`config.mk`:
```
export PLATFORM = sky130hd
export DESIGN_NAME = scit_umul
export DESIGN_NICKNAME = d
export VERILOG_FILES = /design/src/rtl/scit_pkg.sv /design/src/rtl/scit_umul.sv
export SDC_FILE = /design/constraint.sdc
export NUM_CORES = 2
export LEC_CHECK = 0
export BUFFER_PORTS_ARGS = -buffer_cell sky130_fd_sc_hd__buf_4
export CAP_MARGIN = 25
export CORE_ASPECT_RATIO = 0.7
export CORE_UTILIZATION = 60
export CTS_CLUSTER_SIZE = 14
export DETAILED_ROUTE_END_ITERATION = 8
export PLACE_DENSITY = 0.77
export RECOVER_POWER = 100
export SYNTH_ARGS = -nofsm -noshare
export SYNTH_HDL_FRONTEND = slang
export SYNTH_SLANG_ARGS = --single-unit
```
`constraint.sdc`:
```
create_clock -name clk -period 17 [get_ports clk]
set_clock_uncertainty 0.1 [all_clocks]
set_input_delay 1.7 -clock clk [delete_from_list [all_inputs] [get_ports clk]]
set_output_delay 1.7 -clock clk [all_outputs]
set_load 0.01 [all_outputs]
```
`src/rtl/scit_pkg.sv`:
```
// shared constants and types for the segment/circle hit test pipeline
// used by scit_umul and segment_circle_intersect_test_top, no dependencies
package scit_pkg;

  localparam int COORD_BITS_DEF = 16;
  localparam int RADIUS_BITS    = 12;
  localparam int OUT_TDATA_W    = 8;

  // load enables for the two register stages of the split multiplier
  typedef struct packed {
    logic pp;
    logic sum;
  } mul_en_t;

endpackage

```
`src/rtl/scit_umul.sv`:
```
// two-stage unsigned multiplier built from four half-width partial products
// depends on scit_pkg (mul_en_t)
module scit_umul #(
  parameter int W = 33
) (
  input  logic               clk,
  input  scit_pkg::mul_en_t  en,
  input  logic [W-1:0]       x,
  input  logic [W-1:0]       y,
  output logic [2*W-1:0]     p
);

  localparam int H = (W + 1) / 2;

  logic [2*H-1:0] xe;
  logic [2*H-1:0] ye;
  logic [2*H-1:0] ll_r, lh_r, hl_r, hh_r;
  logic [2*H:0]   mid;
  logic [4*H-1:0] full;
  logic [2*W-1:0] p_r;

  assign xe = (2*H)'(x);
  assign ye = (2*H)'(y);

  always_ff @(posedge clk) begin
    if (en.pp) begin
      ll_r <= xe[H-1:0] * ye[H-1:0];
      lh_r <= xe[H-1:0] * ye[2*H-1:H];
      hl_r <= xe[2*H-1:H] * ye[H-1:0];
      hh_r <= xe[2*H-1:H] * ye[2*H-1:H];
    end
  end

  // cross terms meet once, then one wide add against the outer terms
  assign mid  = {1'b0, lh_r} + {1'b0, hl_r};
  assign full = {hh_r, ll_r} + ((4*H)'(mid) << H);

  always_ff @(posedge clk) begin
    if (en.sum) begin
      p_r <= full[2*W-1:0];
    end
  end

  assign p = p_r;

endmodule

```
==> summary.md <==
| Metric | Value |
|---|---|
| Top-count cell post-synth | inv_1 |
| Pre-antenna DRT Iters | 5 |
| Clock buffer count from CTS | 17 |
| Yosys top cell by area | fa_1 |
| Max Cap Viol | 6 |
| RSZ-0062 raised after global routing | false |
| Share of cells above drive strength 1 | 2.15% |
| Average vias per placed instance | 5.76 |
| Synthesis-to-finish area growth | 3.86% |
| Seq cells post-synth | 198 |
| CTS H-tree lvls | 4 |
| Clock buffer depth | 2 |
| Cells after Synth | 4,873 |
| Initial Utilization | 61.3% |
| Final setup TNS | 0 ns |
| Worst setup SP type | input pin |
| Synth cell types | 65 |
| Hold Vio Cnt, Final | 0 |
| Clock root cell | clkbuf_16 |
| Max Freq | 112 MHz |
| Clock Latency Late Sink | 0.51 ns |
| Post-CTS setup buffers | 0 |
| First-pass GRT wire length | 185,000 um |
| CTS sink cnt | 198 |
| Relative slew slack | -175% |
| Initial antenna violation count | 5 |
| Die ar. | 76,800 um^2 |
| Post-synthesis sequential area ratio | 13.1% |
| Worst Max-Slew Pin Slew | 4.13 ns |
| Mapped Area | 45,400 um^2 |
| Clock-pin slew on the worst setup and hold paths | 0.09 ns |
| Vias in the first global route | 34,000 |
| DPL Wire Length | 87,600 um |
| Die Wd | 331 um |
| Resize count post-CTS | 0 |
| CP max FO | 33 |
| Final #Nets | 6,209 |
| # DRC | 0 |
| FP Rows | 83 |
| Core Footprint | 74,000 um^2 |
| I/O Pins | 135 |
| Max Slew Vio Count | 304 |
| Post-Route WL | 115,000 um |
| Worst min path class | reg -> reg |
| Status | finished, violations left |
| Overall die height | 232 um |
| PortBufs | 134 |
| Ys flop type | edfxtp_1 |
| Final setup viols | 0 |
| Vias | 33,400 |
| Wirelength per Cell | 19.8 um |
| Critical Path RT | 17.10 ns |
| Final Cycle Share | 52.6% |
| Synth area leaders | fa_1, ha_1, edfxtp_1, inv_1, and2_1 |
| CTS tree | done |
| Routability cong. | 0.943 |
| Mapped Avg Cell Area | 9.32 um^2 |
| Total Routing Usage GR | 31.4% |
| Path type of the worst setup path | in -> reg |
| Failing checks | max-capacitance violations, max-slew violations |
| EDFF count, synth | 198 |
| Iteration-0 DRC Markers | 3,207 |
| Yosys top cell area share | 36.9% |
| Synth warn | 0 |
| Crit end category | register |
| Worst EP arrival | 9.04 ns |
| Asr flop ratio synth | 0% |
| Final ANT Viol Nets | 0 |
| Largest net degree at the start of global routing | 72 |
| Net Count, Synth | 6,267 |
| Final worst path period need | 8.94 ns |
| Post-CTS Hold Buffers | 0 |
| Synth top cells by count | inv_1, fa_1, nand2_1, and2_1, ha_1 |
| GRT Residual Overflow | 0 |
-- metal layers --
metal  vias to the layer above  share of wire (%)  track usage, %
met5                         -             0.0078               0
met1                     16800                 44            45.8
met4                         2                2.1            7.85
met2                      1618                 43            46.1
li1                      14900                  -               -
met3                       145                 11            8.64
-- sequential cells by signal, indices dropped and copies added, names as in the netlist --
name / cells
ll_r: 34
hl_r: 33
lh_r: 33
p: 66
hh_r: 32
-- placed cells by master (no fill, tap or decap), types with 19 or more instances in the layout --
cell type  count
inv_1       1003
fa_1         836
nand2_1      646
and2_1       509
ha_1         489
edfxtp_1     198
a21oi_1      152
xnor2_1      124
a21o_1        95
nor2_1        94
o21ai_0       86
clkbuf_1      72
buf_4         63
xor2_1        54
nand3_1       39
o21a_1        27
nor3_1        23
nor2b_1       22
and3_1        22
o21bai_1      22
and2_0        21
nand4_1       20
a211oi_1      19
-- per-stage QoR --
step	utilization [%]	instances	worst slack (ns)	hold WS [ns]	area (um^2)
2_1_floorplan	-	4873	9.22	0.300	45400
3_3_place_gp	63.3	5773	8.81	0.300	46800
3_5_place_dp	63.3	5773	8.71	0.305	46800
4_1_cts	64.1	5805	9.24	0.325	47400
5_1_grt	63.7	5805	7.81	0.333	47100
6_report	63.7	5808	8.06	0.324	47100
-- layout make-up --
type                            instances  area [um^2]
Sequential cell                       198         5950
Clock inverter                         15          169
Multi-Input combinational cell       3460        34900
Inverter                             1003         3760
Antenna cell                            3         7.51
Fill cell                            6039        26900
Tap cell                              977         1220
Clock buffer                           17          425
Timing Repair Buffer                  135          743
-- worst max-delay path: stages --
cell,delay [ns]
clkbuf_1,1.43
nand2_1,0.27
fa_1,0.61
inv_1,0.06
fa_1,0.50
inv_1,0.06
fa_1,0.53
inv_1,0.06
fa_1,0.49
fa_1,0.51
inv_1,0.05
fa_1,0.49
inv_1,0.05
ha_1,0.39
nand2_1,0.13
o21ai_0,0.30
nor2_1,0.07
a21oi_1,0.33
a41o_1,0.29
nor2_1,0.07
xnor2_1,0.61
-- final timing paths --
| check | startpoint | endpoint | slack, ns | depth (start not counted) |
|---|---|---|---|---|
| setup reg to reg | lh_r[2] | p[60] | 10.27 | 18 |
| hold reg to reg | ll_r[11] | p[11] | 0.32 | 0 |
| hold / removal | ll_r[11] | p[11] | 0.32 | 0 |
| setup / recovery | x[24] | hl_r[24] | 8.06 | 21 |
-- cells by family (layout without fill, tap and decap cells) --
group                      after synthesis  in the layout  synth area share [%]
AOI/OAI and AO/OA                      513            513                  7.35
xor gates and xnor gates               178            178                  3.43
adders and majority gates             1325           1325                  50.3
buffers and inverters                 1215           1170                  10.0
DFF                                    198            198                  13.1
muxes                                    4              4                0.0910
other                                    0              3                     0
and+or+nand+nor                       1440           1440                  15.6
Power is left out: the tool's default activity adds up to more than one toggle a clock period on the data nets, which glitch-free logic cannot reach.
